## src/wrp_pkg.sv

```systemverilog
// Package for the WAV RIFF chunk parser: payload types, identifiers and codes.
`timescale 1ns / 1ps

package wrp_pkg;

   localparam int OFFSET_WIDTH_DEF = 32;

   // Identifiers as little-endian words assembled from the byte stream.
   localparam logic [31:0] ID_RIFF = 32'h4646_4952;
   localparam logic [31:0] ID_WAVE = 32'h4556_4157;
   localparam logic [31:0] ID_FMT  = 32'h2074_6D66;
   localparam logic [31:0] ID_DATA = 32'h6174_6164;

   localparam logic [31:0] HDR_LEN       = 32'd12;
   localparam logic [31:0] CHUNK_HDR_LEN = 32'd8;
   localparam logic [31:0] FMT_MIN       = 32'd16;

   // Byte positions inside the RIFF header.
   localparam int POS_RIFF_ID   = 3;
   localparam int POS_RIFF_SIZE = 7;
   localparam int POS_WAVE_ID   = 11;

   typedef enum logic [2:0] {
      STATUS_OK        = 3'd0,
      STATUS_SHORT     = 3'd1,
      STATUS_BAD_ID    = 3'd2,
      STATUS_CHUNK_OVR = 3'd3,
      STATUS_PAD_OVR   = 3'd4,
      STATUS_FMT_SMALL = 3'd5,
      STATUS_MISSING   = 3'd6
   } status_type;

   typedef struct packed {
      logic [7:0] data_byte;
      logic       is_last;
   } req_type;

   typedef struct packed {
      logic [2:0]  status;
      logic [31:0] riff_size;
      logic [31:0] fmt_size;
      logic [15:0] audio_format;
      logic [15:0] channel_count;
      logic [31:0] sample_rate;
      logic [31:0] byte_rate;
      logic [15:0] block_align;
      logic [15:0] bits_per_sample;
      logic [31:0] data_size;
      logic [31:0] data_start;
   } rsp_type;

endpackage

```

## src/wav_riff_chunk_parser.sv

```systemverilog
// Top level of the WAV RIFF chunk parser: byte input, file length register, result output.
`timescale 1ns / 1ps
// A result is registered in the output buffer before it is visible on rsp_valid.
// Throughput: one byte per cycle; the whole parse step for a byte fits between the
// parse state registers, and a two-entry result stage absorbs output stalls.
// req_ready drops only when both result entries are full.
// Reset (synchronous, active high) clears file_length, the parse state and the results.

module wav_riff_chunk_parser #(
   parameter int OFFSET_WIDTH = wrp_pkg::OFFSET_WIDTH_DEF
) (
   input  logic             clock,
   input  logic             reset,
   // Configuration: the file length register.
   input  logic             csr_valid,
   output logic             csr_ready,
   input  logic [31:0]      csr_wdata,
   // File bytes, one per transaction.
   input  logic             req_valid,
   output logic             req_ready,
   input  wrp_pkg::req_type req_data,
   // Parse results, at most one per file.
   output logic             rsp_valid,
   input  logic             rsp_ready,
   output wrp_pkg::rsp_type rsp_data
);
   import wrp_pkg::*;

   logic    req_accept;
   logic    push_valid;
   logic    push_ready;
   rsp_type push_data;

   // The register takes a write in any cycle; it is up to the user that software writes it
   // only while the parser has no transaction in flight, as the block does not enforce it.
   assign csr_ready = 1'b1;

   // A byte may produce a result, so it is taken only when the result stage has room.
   assign req_ready  = push_ready;
   assign req_accept = req_valid && req_ready;

   // The parser checks the RIFF header, walks chunk headers by their sizes (with the
   // pad byte after odd sizes), captures the fmt fields and the data chunk location,
   // and reports once per file. After the report it skips bytes until is_last.
   wrp_parse #(
      .OFFSET_WIDTH(OFFSET_WIDTH)
   ) u_parse (
      .clock      (clock),
      .reset      (reset),
      .csr_valid  (csr_valid),
      .csr_wdata  (csr_wdata),
      .req_accept (req_accept),
      .req_data   (req_data),
      .push_valid (push_valid),
      .push_data  (push_data)
   );

   // Results are registered here, so the output side never sees the parse logic.
   wrp_out_buf u_out_buf (
      .clock      (clock),
      .reset      (reset),
      .push_valid (push_valid),
      .push_data  (push_data),
      .push_ready (push_ready),
      .rsp_valid  (rsp_valid),
      .rsp_ready  (rsp_ready),
      .rsp_data   (rsp_data)
   );

endmodule

```

## src/wrp_parse.sv

```systemverilog
// Parser core: file length register, parse state and one-step byte evaluation.
`timescale 1ns / 1ps

module wrp_parse #(
   parameter int OFFSET_WIDTH = wrp_pkg::OFFSET_WIDTH_DEF
) (
   input  logic             clock,
   input  logic             reset,
   input  logic             csr_valid,
   input  logic [31:0]      csr_wdata,
   input  logic             req_accept,
   input  wrp_pkg::req_type req_data,
   output logic             push_valid,
   output wrp_pkg::rsp_type push_data
);
   import wrp_pkg::*;

   typedef enum logic [3:0] {
      PH_HEADER  = 4'b0001,
      PH_CHUNK   = 4'b0010,
      PH_PAYLOAD = 4'b0100,
      PH_DONE    = 4'b1000
   } phase_type;

   logic [31:0]             flen_ff;
   phase_type               phase_ff, phase_in;
   logic [OFFSET_WIDTH-1:0] pos_ff, pos_in;
   logic [32:0]             left_ff, left_in;
   logic [31:0]             shift_ff, shift_in;
   logic [31:0]             cid_ff, cid_in;
   logic [4:0]              pofs_ff, pofs_in;
   logic                    fmt_seen_ff, fmt_seen_in;
   logic                    data_seen_ff, data_seen_in;
   logic [31:0]             riff_ff, riff_in;
   logic [31:0]             fmt_size_ff, fmt_size_in;
   logic [63:0]             fmt_lo_ff, fmt_lo_in;
   logic [63:0]             fmt_hi_ff, fmt_hi_in;
   logic [31:0]             dsize_ff, dsize_in;
   logic [OFFSET_WIDTH-1:0] dstart_ff, dstart_in;

   logic [31:0]             shift_n;
   logic [OFFSET_WIDTH-1:0] pos_inc;
   logic [32:0]             rem;
   logic [32:0]             left_dec;
   logic [32:0]             span;
   logic                    short_bnd;
   logic                    over_chunk;
   logic                    over_pad;
   logic                    in_fmt;
   logic                    emit;
   status_type              status;

   always_comb begin
      shift_n  = {req_data.data_byte, shift_ff[31:8]};
      pos_inc  = pos_ff + OFFSET_WIDTH'(1);
      // Bytes left in the file after the current one; bit 32 flags a position past the end.
      rem      = {1'b0, flen_ff} - 33'(pos_inc);
      short_bnd = rem[32] || (rem[31:0] < CHUNK_HDR_LEN);
      left_dec = left_ff - 33'd1;
      span     = {1'b0, shift_n} + 33'(shift_n[0]);
      over_chunk = rem[32] || ({1'b0, shift_n} > rem);
      over_pad   = span > rem;
      in_fmt   = (cid_ff == ID_FMT) && !pofs_ff[4];

      phase_in     = phase_ff;
      pos_in       = pos_ff;
      left_in      = left_ff;
      shift_in     = shift_ff;
      cid_in       = cid_ff;
      pofs_in      = pofs_ff;
      fmt_seen_in  = fmt_seen_ff;
      data_seen_in = data_seen_ff;
      riff_in      = riff_ff;
      fmt_size_in  = fmt_size_ff;
      fmt_lo_in    = fmt_lo_ff;
      fmt_hi_in    = fmt_hi_ff;
      dsize_in     = dsize_ff;
      dstart_in    = dstart_ff;
      emit         = 1'b0;
      status       = STATUS_OK;

      if (req_accept) begin
         case (phase_ff)
            PH_HEADER: begin
               shift_in = shift_n;
               if (pos_ff == '0 && flen_ff < HDR_LEN) begin
                  emit   = 1'b1;
                  status = STATUS_SHORT;
               end else if (pos_ff == OFFSET_WIDTH'(POS_RIFF_ID)) begin
                  cid_in = shift_n;
               end else if (pos_ff == OFFSET_WIDTH'(POS_RIFF_SIZE)) begin
                  riff_in = shift_n;
               end else if (pos_ff == OFFSET_WIDTH'(POS_WAVE_ID)) begin
                  if (cid_ff != ID_RIFF || shift_n != ID_WAVE) begin
                     emit   = 1'b1;
                     status = STATUS_BAD_ID;
                  end else if (flen_ff < HDR_LEN + CHUNK_HDR_LEN) begin
                     emit   = 1'b1;
                     status = STATUS_MISSING;
                  end else begin
                     phase_in = PH_CHUNK;
                     left_in  = 33'(CHUNK_HDR_LEN);
                  end
               end
            end
            PH_CHUNK: begin
               shift_in = shift_n;
               left_in  = left_dec;
               if (left_dec == 33'd4) begin
                  cid_in = shift_n;
               end
               if (left_dec == '0) begin
                  // Chunk header complete: shift_n holds the chunk size.
                  if (over_chunk) begin
                     emit   = 1'b1;
                     status = STATUS_CHUNK_OVR;
                  end else if (over_pad) begin
                     emit   = 1'b1;
                     status = STATUS_PAD_OVR;
                  end else if (cid_ff == ID_FMT && shift_n < FMT_MIN) begin
                     emit   = 1'b1;
                     status = STATUS_FMT_SMALL;
                  end else begin
                     if (cid_ff == ID_FMT) begin
                        fmt_size_in = shift_n;
                        fmt_seen_in = 1'b1;
                     end else if (cid_ff == ID_DATA) begin
                        dsize_in     = shift_n;
                        dstart_in    = pos_inc;
                        data_seen_in = 1'b1;
                     end
                     if (cid_ff == ID_DATA && fmt_seen_ff) begin
                        emit   = 1'b1;
                        status = STATUS_OK;
                     end else if (span == '0) begin
                        if (short_bnd) begin
                           emit   = 1'b1;
                           status = STATUS_MISSING;
                        end else begin
                           left_in = 33'(CHUNK_HDR_LEN);
                        end
                     end else begin
                        phase_in = PH_PAYLOAD;
                        left_in  = span;
                        pofs_in  = '0;
                     end
                  end
               end
            end
            PH_PAYLOAD: begin
               shift_in = shift_n;
               left_in  = left_dec;
               if (in_fmt) begin
                  for (int i = 0; i < 8; i++) begin
                     if (!pofs_ff[3] && pofs_ff[2:0] == 3'(i)) begin
                        fmt_lo_in[8*i +: 8] = req_data.data_byte;
                     end
                     if (pofs_ff[3] && pofs_ff[2:0] == 3'(i)) begin
                        fmt_hi_in[8*i +: 8] = req_data.data_byte;
                     end
                  end
                  pofs_in = pofs_ff + 5'd1;
               end
               if (in_fmt && pofs_ff[3:0] == 4'hF && data_seen_ff) begin
                  emit   = 1'b1;
                  status = STATUS_OK;
               end else if (left_dec == '0) begin
                  if (short_bnd) begin
                     emit   = 1'b1;
                     status = STATUS_MISSING;
                  end else begin
                     phase_in = PH_CHUNK;
                     left_in  = 33'(CHUNK_HDR_LEN);
                  end
               end
            end
            default: begin
            end
         endcase

         if (emit) begin
            phase_in = PH_DONE;
         end
         if (phase_in != PH_DONE) begin
            pos_in = pos_inc;
         end
         if (req_data.is_last && !emit && phase_ff != PH_DONE) begin
            emit   = 1'b1;
            status = STATUS_SHORT;
         end
      end

      // The result carries the fields as updated by this byte.
      push_valid                = emit;
      push_data.status          = status;
      push_data.riff_size       = riff_in;
      push_data.fmt_size        = fmt_size_in;
      push_data.audio_format    = fmt_lo_in[15:0];
      push_data.channel_count   = fmt_lo_in[31:16];
      push_data.sample_rate     = fmt_lo_in[63:32];
      push_data.byte_rate       = fmt_hi_in[31:0];
      push_data.block_align     = fmt_hi_in[47:32];
      push_data.bits_per_sample = fmt_hi_in[63:48];
      push_data.data_size       = dsize_in;
      push_data.data_start      = 32'(dstart_in);

      if (req_accept && req_data.is_last) begin
         phase_in     = PH_HEADER;
         pos_in       = '0;
         left_in      = '0;
         shift_in     = '0;
         cid_in       = '0;
         pofs_in      = '0;
         fmt_seen_in  = 1'b0;
         data_seen_in = 1'b0;
         riff_in      = '0;
         fmt_size_in  = '0;
         fmt_lo_in    = '0;
         fmt_hi_in    = '0;
         dsize_in     = '0;
         dstart_in    = '0;
      end
   end

   always_ff @(posedge clock) begin
      if (reset) begin
         flen_ff      <= '0;
         phase_ff     <= PH_HEADER;
         pos_ff       <= '0;
         left_ff      <= '0;
         shift_ff     <= '0;
         cid_ff       <= '0;
         pofs_ff      <= '0;
         fmt_seen_ff  <= 1'b0;
         data_seen_ff <= 1'b0;
         riff_ff      <= '0;
         fmt_size_ff  <= '0;
         fmt_lo_ff    <= '0;
         fmt_hi_ff    <= '0;
         dsize_ff     <= '0;
         dstart_ff    <= '0;
      end else begin
         if (csr_valid) begin
            flen_ff <= csr_wdata;
         end
         phase_ff     <= phase_in;
         pos_ff       <= pos_in;
         left_ff      <= left_in;
         shift_ff     <= shift_in;
         cid_ff       <= cid_in;
         pofs_ff      <= pofs_in;
         fmt_seen_ff  <= fmt_seen_in;
         data_seen_ff <= data_seen_in;
         riff_ff      <= riff_in;
         fmt_size_ff  <= fmt_size_in;
         fmt_lo_ff    <= fmt_lo_in;
         fmt_hi_ff    <= fmt_hi_in;
         dsize_ff     <= dsize_in;
         dstart_ff    <= dstart_in;
      end
   end

endmodule

```

## src/wrp_out_buf.sv

```systemverilog
// Result register and a skid stage; input flows on in a stall until the skid fills.
`timescale 1ns / 1ps

module wrp_out_buf (
   input  logic             clock,
   input  logic             reset,
   input  logic             push_valid,
   input  wrp_pkg::rsp_type push_data,
   output logic             push_ready,
   output logic             rsp_valid,
   input  logic             rsp_ready,
   output wrp_pkg::rsp_type rsp_data
);
   import wrp_pkg::*;

   logic    main_valid_ff, main_valid_in;
   rsp_type main_data_ff, main_data_in;
   logic    skid_valid_ff, skid_valid_in;
   rsp_type skid_data_ff, skid_data_in;
   logic    pop;
   logic    push;

   assign push_ready = !skid_valid_ff;
   assign pop        = main_valid_ff && rsp_ready;
   assign push       = push_valid && !skid_valid_ff;

   always_comb begin
      main_valid_in = main_valid_ff;
      main_data_in  = main_data_ff;
      skid_valid_in = skid_valid_ff;
      skid_data_in  = skid_data_ff;
      if (skid_valid_ff) begin
         if (pop) begin
            main_data_in  = skid_data_ff;
            skid_valid_in = 1'b0;
         end
      end else if (push) begin
         if (!main_valid_ff || pop) begin
            main_valid_in = 1'b1;
            main_data_in  = push_data;
         end else begin
            skid_valid_in = 1'b1;
            skid_data_in  = push_data;
         end
      end else if (pop) begin
         main_valid_in = 1'b0;
      end
   end

   always_ff @(posedge clock) begin
      if (reset) begin
         main_valid_ff <= 1'b0;
         skid_valid_ff <= 1'b0;
      end else begin
         main_valid_ff <= main_valid_in;
         skid_valid_ff <= skid_valid_in;
      end
      main_data_ff <= main_data_in;
      skid_data_ff <= skid_data_in;
   end

   assign rsp_valid = main_valid_ff;
   assign rsp_data  = main_data_ff;

endmodule

```

## config.mk

```make
export PLATFORM = sky130hd
export DESIGN_NAME = wav_riff_chunk_parser
export DESIGN_NICKNAME = d
export VERILOG_FILES = /design/src/wrp_pkg.sv /design/src/wav_riff_chunk_parser.sv /design/src/wrp_parse.sv /design/src/wrp_out_buf.sv
export SDC_FILE = /design/constraint.sdc
export NUM_CORES = 2
export LEC_CHECK = 0
export BUFFER_PORTS_ARGS = -buffer_cell sky130_fd_sc_hd__buf_4
export CORE_MARGIN = 4
export CORE_UTILIZATION = 25
export DETAILED_ROUTE_END_ITERATION = 8
export GPL_TIMING_DRIVEN = 0
export SETUP_SLACK_MARGIN = 0.15
export SLEW_MARGIN = 10
export SYNTH_ARGS = -nofsm -noshare
export SYNTH_HDL_FRONTEND = slang
export SYNTH_SLANG_ARGS = --single-unit
```

## constraint.sdc

```tcl
create_clock -name clock -period 32.5 [get_ports clock]
set_input_delay 3.25 -clock clock [delete_from_list [all_inputs] [get_ports clock]]
set_output_delay 3.25 -clock clock [all_outputs]
set_load 0.02 [all_outputs]
```

# Word-level counts from Yosys, hierarchy flattened
# Cells that the tools add are included.
[op_classes] n_addsub=5 n_lt_le_gt_ge=6 eq_ne=38 n_mux=144 bitwise_logic=6 n_reduce_logical=59
[op_table] cell="$mux W259" count=4
[op_table] cell="$mux W32" count=31
[op_table] cell="$mux W33" count=15
[op_table] cell="$mux W64" count=6
[op_table] cell="$mux W8" count=16
[op_table] cell="$pmux W33 S3" count=1
[op_table] cell="$mux W4" count=17
[op_table] cell="$logic_not A33 Y1" count=2
[op_table] cell="$lt A32 B4 Y1 const B" count=2
[op_table] cell="$lt A32 B5 Y1 const B" count=2
[op_table] cell="$ne A32 B31 Y1 const B" count=2
[op_table] cell="$pmux W32 S2" count=1
[op_table] cell="$mux W3" count=17
[op_table] cell="$mux W5" count=7
[op_table] cell="$add A32 B1 Y33" count=1
[op_table] cell="$eq A33 B3 Y1 const B" count=1
[op_table] cell="$gt A32 B33 Y1" count=1
[op_table] cell="$gt A33 B33 Y1" count=1
[op_table] cell="$sub A32 B32 Y33" count=1
[op_table] cell="$sub A33 B1 Y33 const B" count=1
[op_table] cell="$add A32 B1 Y32 const B" count=1
[op_table] cell="$eq A32 B2 Y1 const B" count=1
[op_table] cell="$eq A32 B3 Y1 const B" count=1
[op_table] cell="$eq A32 B30 Y1 const B" count=1
[op_table] cell="34 further kinds" count=125
[totals] regBits=948 output_inout_bits=262 elab_cells=297

# Logic depth before layout (Yosys ltp)
[depth] ltp_word=21 mapped_depth=32 mapped_depth_nobuf=29

# By module
# A second synthesis with hierarchy kept.
[unflattened] hier_cells=3710 hier_area_um2=43272.8
[modules_own_cells] mod="wrp_parse" instances=1 cells_each=2888 area_per_inst_um2=24290.8 seq_area_each_um2=8408.1
[modules_own_cells] mod="wrp_out_buf" instances=1 cells_each=819 area_per_inst_um2=18964.4 seq_area_each_um2=15595.0
[modules_own_cells] mod="wav_riff_chunk_parser" instances=1 cells_each=3 area_per_inst_um2=17.5 seq_area_each_um2=0.0

# Least setup slack after synthesis
# No wires, ideal clock.
[synth_timing] path_kind="flip-flop to flip-flop" startpoint="register u_parse.pos_ff[4]" endpoint="register u_out_buf.skid_data_ff[0] (netlist name) (enable)" setup_time_ns=1.254 arrival_time_ns=25.098 required_time_ns=31.246 slack_ns=6.148 stages_incl_launch_ff=29 period_less_slack_ns=26.352 cell_sequence="dfxtp_1 -> buf_2 -> nand3_1 -> clkbuf_1 -> or3_1 -> nor2_1 -> nand2_1 -> nor3_1 -> nand3_1 -> xor2_1 -> ha_1 -> and2_1 -> nand3_1 -> o21a_1 -> o21ai_0 -> nor3_1 -> a211o_1 -> or3b_2 -> ha_1 -> inv_1 -> a31o_2 -> or3_1 -> or4_4 -> o211ai_2 -> o31ai_4 -> a21oi_2 -> buf_2 -> o31ai_1 -> nor3b_1"
[synth_via] elab_chain_cells=20 elab_cells_between_ends=34 cone_classes="2 x add/sub; 3 x order compare; 3 x eq/ne; 17 x mux; 9 x reduce/logical"
[synth_rtl] item="start, declared" line="wrp_parse.sv:27" source="logic [OFFSET_WIDTH-1:0] pos_ff, pos_in;"
[synth_rtl] item="start signal, assigned" line="wrp_parse.sv:247" source="pos_ff <= pos_in;"
[synth_rtl] item="$add A32 B1 Y32" line="wrp_parse.sv:55" source="pos_inc = pos_ff + OFFSET_WIDTH'(1);"
[synth_rtl] item="$sub A32 B32 Y33" line="wrp_parse.sv:57" source="rem = {1'b0, flen_ff} - 33'(pos_inc);"
[synth_rtl] item="$lt A32 B4 Y1" line="wrp_parse.sv:58" source="short_bnd = rem[32] || (rem[31:0] < CHUNK_HDR_LEN);"
[synth_rtl] item="$logic_or A1 B1 Y1" line="wrp_parse.sv:58"
[synth_rtl] item="$mux W1" line="wrp_parse.sv:136, wrp_parse.sv:168"
[synth_rtl] item="$mux W1" line="wrp_parse.sv:135" source="end else if (span == '0) begin"
[synth_rtl] item="$mux W1" line="wrp_parse.sv:132" source="if (cid_ff == ID_DATA && fmt_seen_ff) begin"
[synth_rtl] item="$mux W1" line="wrp_parse.sv:120" source="end else if (cid_ff == ID_FMT && shift_n < FMT_MIN) begin"
[synth_rtl] item="[3 not listed]"
[synth_rtl] item="$pmux W1 S3 *" line="wrp_parse.sv:83" source="case (phase_ff)"
[synth_rtl] item="$mux W1 *" line="wrp_parse.sv:82" source="if (req_accept) begin"
[synth_rtl] item="$logic_not A1 Y1" line="wrp_parse.sv:187" source="if (req_data.is_last && !emit && phase_ff != PH_DONE) begin"
[synth_rtl] item="$logic_and A1 B1 Y1 (2 in series)" line="wrp_parse.sv:187"
[synth_rtl] item="$mux W1 *" line="wrp_parse.sv:187"
[synth_rtl] item="$mux W1 *" line="wrp_parse.sv:82"
[synth_rtl] item="$logic_and A1 B1 Y1 *" line="wrp_out_buf.sv:25" source="assign push = push_valid && !skid_valid_ff;"
[synth_rtl] item="$reduce_and A3 Y1 (no source line) *"
[synth_rtl] item="end signal, assigned" line="wrp_out_buf.sv:59" source="skid_data_ff <= skid_data_in;"
[synth_rtl] item="end, declared" line="wrp_out_buf.sv:19" source="rsp_type skid_data_ff, skid_data_in;"
# Mark *: on every way between the ends. The rest lies on a longest branch, timed or not. The select of a mux whose other input is x is not followed.
# A chain may end at the register's enable or synchronous reset.

# Worst setup path after layout
[layout_timing] startpoint="register u_parse.pos_ff[5]" endpoint="register u_out_buf.skid_data_ff[33] (netlist name) (enable)"
# Same word-level chain as after synthesis.

==> flow_metrics.env <==
export IMPL_grt_pass1_wl_um=205000
export IMPL_ys_seq_area_share_pct=56.0
export IMPL_r2r_end="u_out_buf.skid_data_ff[33]$_DFFE_PP_"
export IMPL_drtAntennaViolNets=0
export IMPL_period_share_pct=36.9
export IMPL_powerDensity_nw_per_um2=53.2
export IMPL_die_h_um=422
export IMPL_startpoint_type="flip-flop"
export IMPL_dieArea_um2=178000
export IMPL_clock_sinks=940
export IMPL_grt_util_all_layers_pct=15.3
export IMPL_cts_made_buffers=99
export IMPL_clkLatencyLatePin_ps=760
export IMPL_rsz0062_at_grt="false"
export IMPL_synth_most_common_cell="edfxtp_1"
export IMPL_h_tree_depth=3
export IMPL_syn2layout_area_growth_pct=21.0
export IMPL_vias=31100
export IMPL_gr_total_overflow=0
export IMPL_pin_count=308
export IMPL_final_util_pct=30.5
export IMPL_p_total_mw=2.76
export IMPL_via_per_inst=4.74
export IMPL_synthArstFlopShare_pct=0
export IMPL_cts_buffer_depth=3
export IMPL_fmax_mhz=83.4
export IMPL_cts_setup_buffers=0
export IMPL_hold_path_class="reg2reg"
export IMPL_crit_slowest_cell="nor3b_2"
export IMPL_dr_pass1_iters=5
export IMPL_cts_clk_slew_worst_paths_ps=60
export IMPL_crit_required_ps=32960
export IMPL_routed_wl_um=142000
export IMPL_nNetsFinal=4374
export IMPL_io_buffers=300
export IMPL_rows=151
export IMPL_worstMarginPinSlew_ps=1280
export IMPL_cap_violations=0
export IMPL_drc_errors=0
export IMPL_dp_hpwl_um=105000
export IMPL_hold_start="u_parse.fmt_seen_ff$_SDFFE_PP0P_"
export IMPL_yosys_area_top_type="edfxtp_1"
export IMPL_postCtsHoldBufs=0
export IMPL_layout_drive_gt1_share_pct=20.9
export IMPL_cp_max_fo=11
export IMPL_r2r_slack_ps=20500
export IMPL_hold_depth=2
export IMPL_hold_viol=0
export IMPL_yosysUniqueCellTypes=95
export IMPL_synthCells=3804
export IMPL_yosys_most_used_dff="edfxtp_1"
export IMPL_die_x_um=422
export IMPL_synth_edf_count=518
export IMPL_crit_top_cell="buf_4"
export IMPL_reg2reg_from="u_parse.pos_ff[5]$_SDFFE_PP0P_"
export IMPL_setup_viol=0
export IMPL_cts_tree="done"
export IMPL_crit_type="reg2reg"
export IMPL_hold_end="u_parse.fmt_seen_ff$_SDFFE_PP0P_"
export IMPL_avgSynthCellArea_um2=11.3
export IMPL_stdcell_count=6562
export IMPL_synthTopCellsByArea="edfxtp_1 (36%), dfxtp_1 (20%), mux2_2 (8.7%)"
export IMPL_wl_per_cell_um=21.6
export IMPL_initial_utilization_pct=25.2
export IMPL_worstSetupEndpointType="flip-flop"
export IMPL_rr_worst_depth=38
export IMPL_antenna_found_initial=10
export IMPL_ys_warnings_count=0
export IMPL_netlist_area_leader_share_pct=36.3
export IMPL_max_stage_delay_ps=800
export IMPL_period_needed_ps=12000
export IMPL_status="complete, no violations"
export IMPL_post_place_cells=6372
export IMPL_skew_ps=72.6
export IMPL_cts_resized=0
export IMPL_yosys_top_cells_count="edfxtp_1 (518), dfxtp_1 (422), nor2_1 (338)"
export IMPL_syn_num_nets=3923
export IMPL_slew_headroom_pct=14.4
export IMPL_netlist_area_um2=42900
export IMPL_irDropWorstVdd_uv=43.3
export IMPL_hold_ws_ps=453
export IMPL_cts_root_buf="clkbuf_16"
export IMPL_ys_seq_elements=940
export IMPL_grt_max_degree=18
export IMPL_grt_pass1_vias=30300
export IMPL_coreArea_um2=170000
export IMPL_drv_slew=0
export IMPL_drt_initial_drc_count=2507
export IMPL_p_leak_nw=20.4
export IMPL_place_congestion=0.929
export IMPL_cp_arrival_ps=12450
-- logic make-up after synthesis --
kind of cell	synth area share, %
flip-flops	56.0
multiplexers	12.1
AO/OA/AOI/OAI	8.26
XOR/XNOR	2.97
AND/OR/NAND/NOR	14.4
other	0.00875
adder cells (fa/ha/maj)	2.41
buffers and inverters	3.89
-- layer usage --
| metal | wire, um | track usage (%) | share of wire (%) | up-vias |
|---|---|---|---|---|
| met5 | 0 | 0 | 0 | - |
| met4 | 5350 | 6.23 | 3.8 | 0 |
| met3 | 7460 | 2.50 | 5.3 | 218 |
| met2 | 71800 | 27.2 | 51 | 932 |
| met1 | 57100 | 18.3 | 40 | 15300 |
| li1 | - | - | - | 14600 |
-- area by class of cell --
| cell class | count | area (um2) |
|---|---|---|
| diodes | 4 | 10.0 |
| plain buffers | 238 | 955 |
| clock buffers | 129 | 2660 |
| clock inverters | 57 | 769 |
| fillers | 17300 | 118000 |
| inverters | 191 | 717 |
| multi-input cells | 2435 | 17200 |
| flip-flops and latches | 940 | 24000 |
| well taps | 2218 | 2780 |
| repair buffers | 350 | 2760 |
-- through the flow --
stage / TNS [ps] / instance area, um2 / setup slack, ps
global placement: -1990540 / 47900 / -7810
finish: 0 / 51900 / 20500
floorplan: 0 / 42900 / 6150
detailed placement: 0 / 48400 / 20600
CTS: 0 / 51800 / 20550
global route: 0 / 51900 / 19800
-- worst max-delay path, delay by kind of cell, from the launching register on --
| family | cells | cell delay, ps |
|---|---|---|
| compound gates | 6 | 1630 |
| flops | 1 | 470 |
| buf+inv | 16 | 3750 |
| xor+xnor | 1 | 260 |
| mux | 1 | 450 |
| simple gates | 12 | 4480 |
| fa+ha+maj | 2 | 660 |
-- cells in the final DEF, fill, tap and decap left out, types with 21 or more instances in the layout --
cell type	n
edfxtp_1	518
dfxtp_1	422
nor2_1	338
mux2_2	330
buf_4	326
nand2_1	220
clkbuf_1	212
a21oi_1	195
inv_1	191
and2_1	190
mux2i_1	142
clkbuf_16	99
nand3_1	89
o21ai_0	83
xnor2_1	75
ha_1	72
nor3_1	61
nor4_1	56
nand4_1	47
xor2_1	42
o31ai_1	41
or4_1	40
buf_6	27
and3_1	25
a31oi_1	22
or3_1	21
a22oi_1	21
-- sequential cells by signal (all words and copies together), names as in the netlist, 32 cells and up --
name	flops
u_parse.fmt_hi_ff	64
u_parse.fmt_lo_ff	64
u_out_buf.rsp_data	259
u_parse.flen_ff	32
u_parse.pos_ff	32
u_parse.left_ff	33
u_parse.dstart_ff	32
u_parse.dsize_ff	32
u_parse.cid_ff	32
u_out_buf.skid_data_ff	259
u_parse.fmt_size_ff	32
u_parse.riff_ff	32
-- worst max path at each step --
stage | to | slack (ps) | cells past startpoint | from
floorplan | u_out_buf.skid_data_ff[0]$_DFFE_PP_ | 6150 | 28 | u_parse.pos_ff[4]$_SDFFE_PP0P_
finish | u_out_buf.skid_data_ff[33]$_DFFE_PP_ | 20500 | 38 | u_parse.pos_ff[5]$_SDFFE_PP0P_
global placement | u_out_buf.skid_data_ff[43]$_DFFE_PP_ | -7810 | 26 | u_parse.pos_ff[5]$_SDFFE_PP0P_
detailed placement | u_out_buf.skid_data_ff[38]$_DFFE_PP_ | 20600 | 38 | u_parse.pos_ff[5]$_SDFFE_PP0P_
global route | u_out_buf.skid_data_ff[32]$_DFFE_PP_ | 19800 | 38 | u_parse.pos_ff[5]$_SDFFE_PP0P_
CTS | u_out_buf.skid_data_ff[33]$_DFFE_PP_ | 20550 | 38 | u_parse.pos_ff[5]$_SDFFE_PP0P_
-- power by group --
| part | switching, mW | internal, mW |
|---|---|---|
| logic | 0.184 | 0.0947 |
| registers | 0.0142 | 1.27 |
| clock network | 0.517 | 0.676 |
| total | 0.715 | 2.04 |
(Power assumes the default switching activity.)
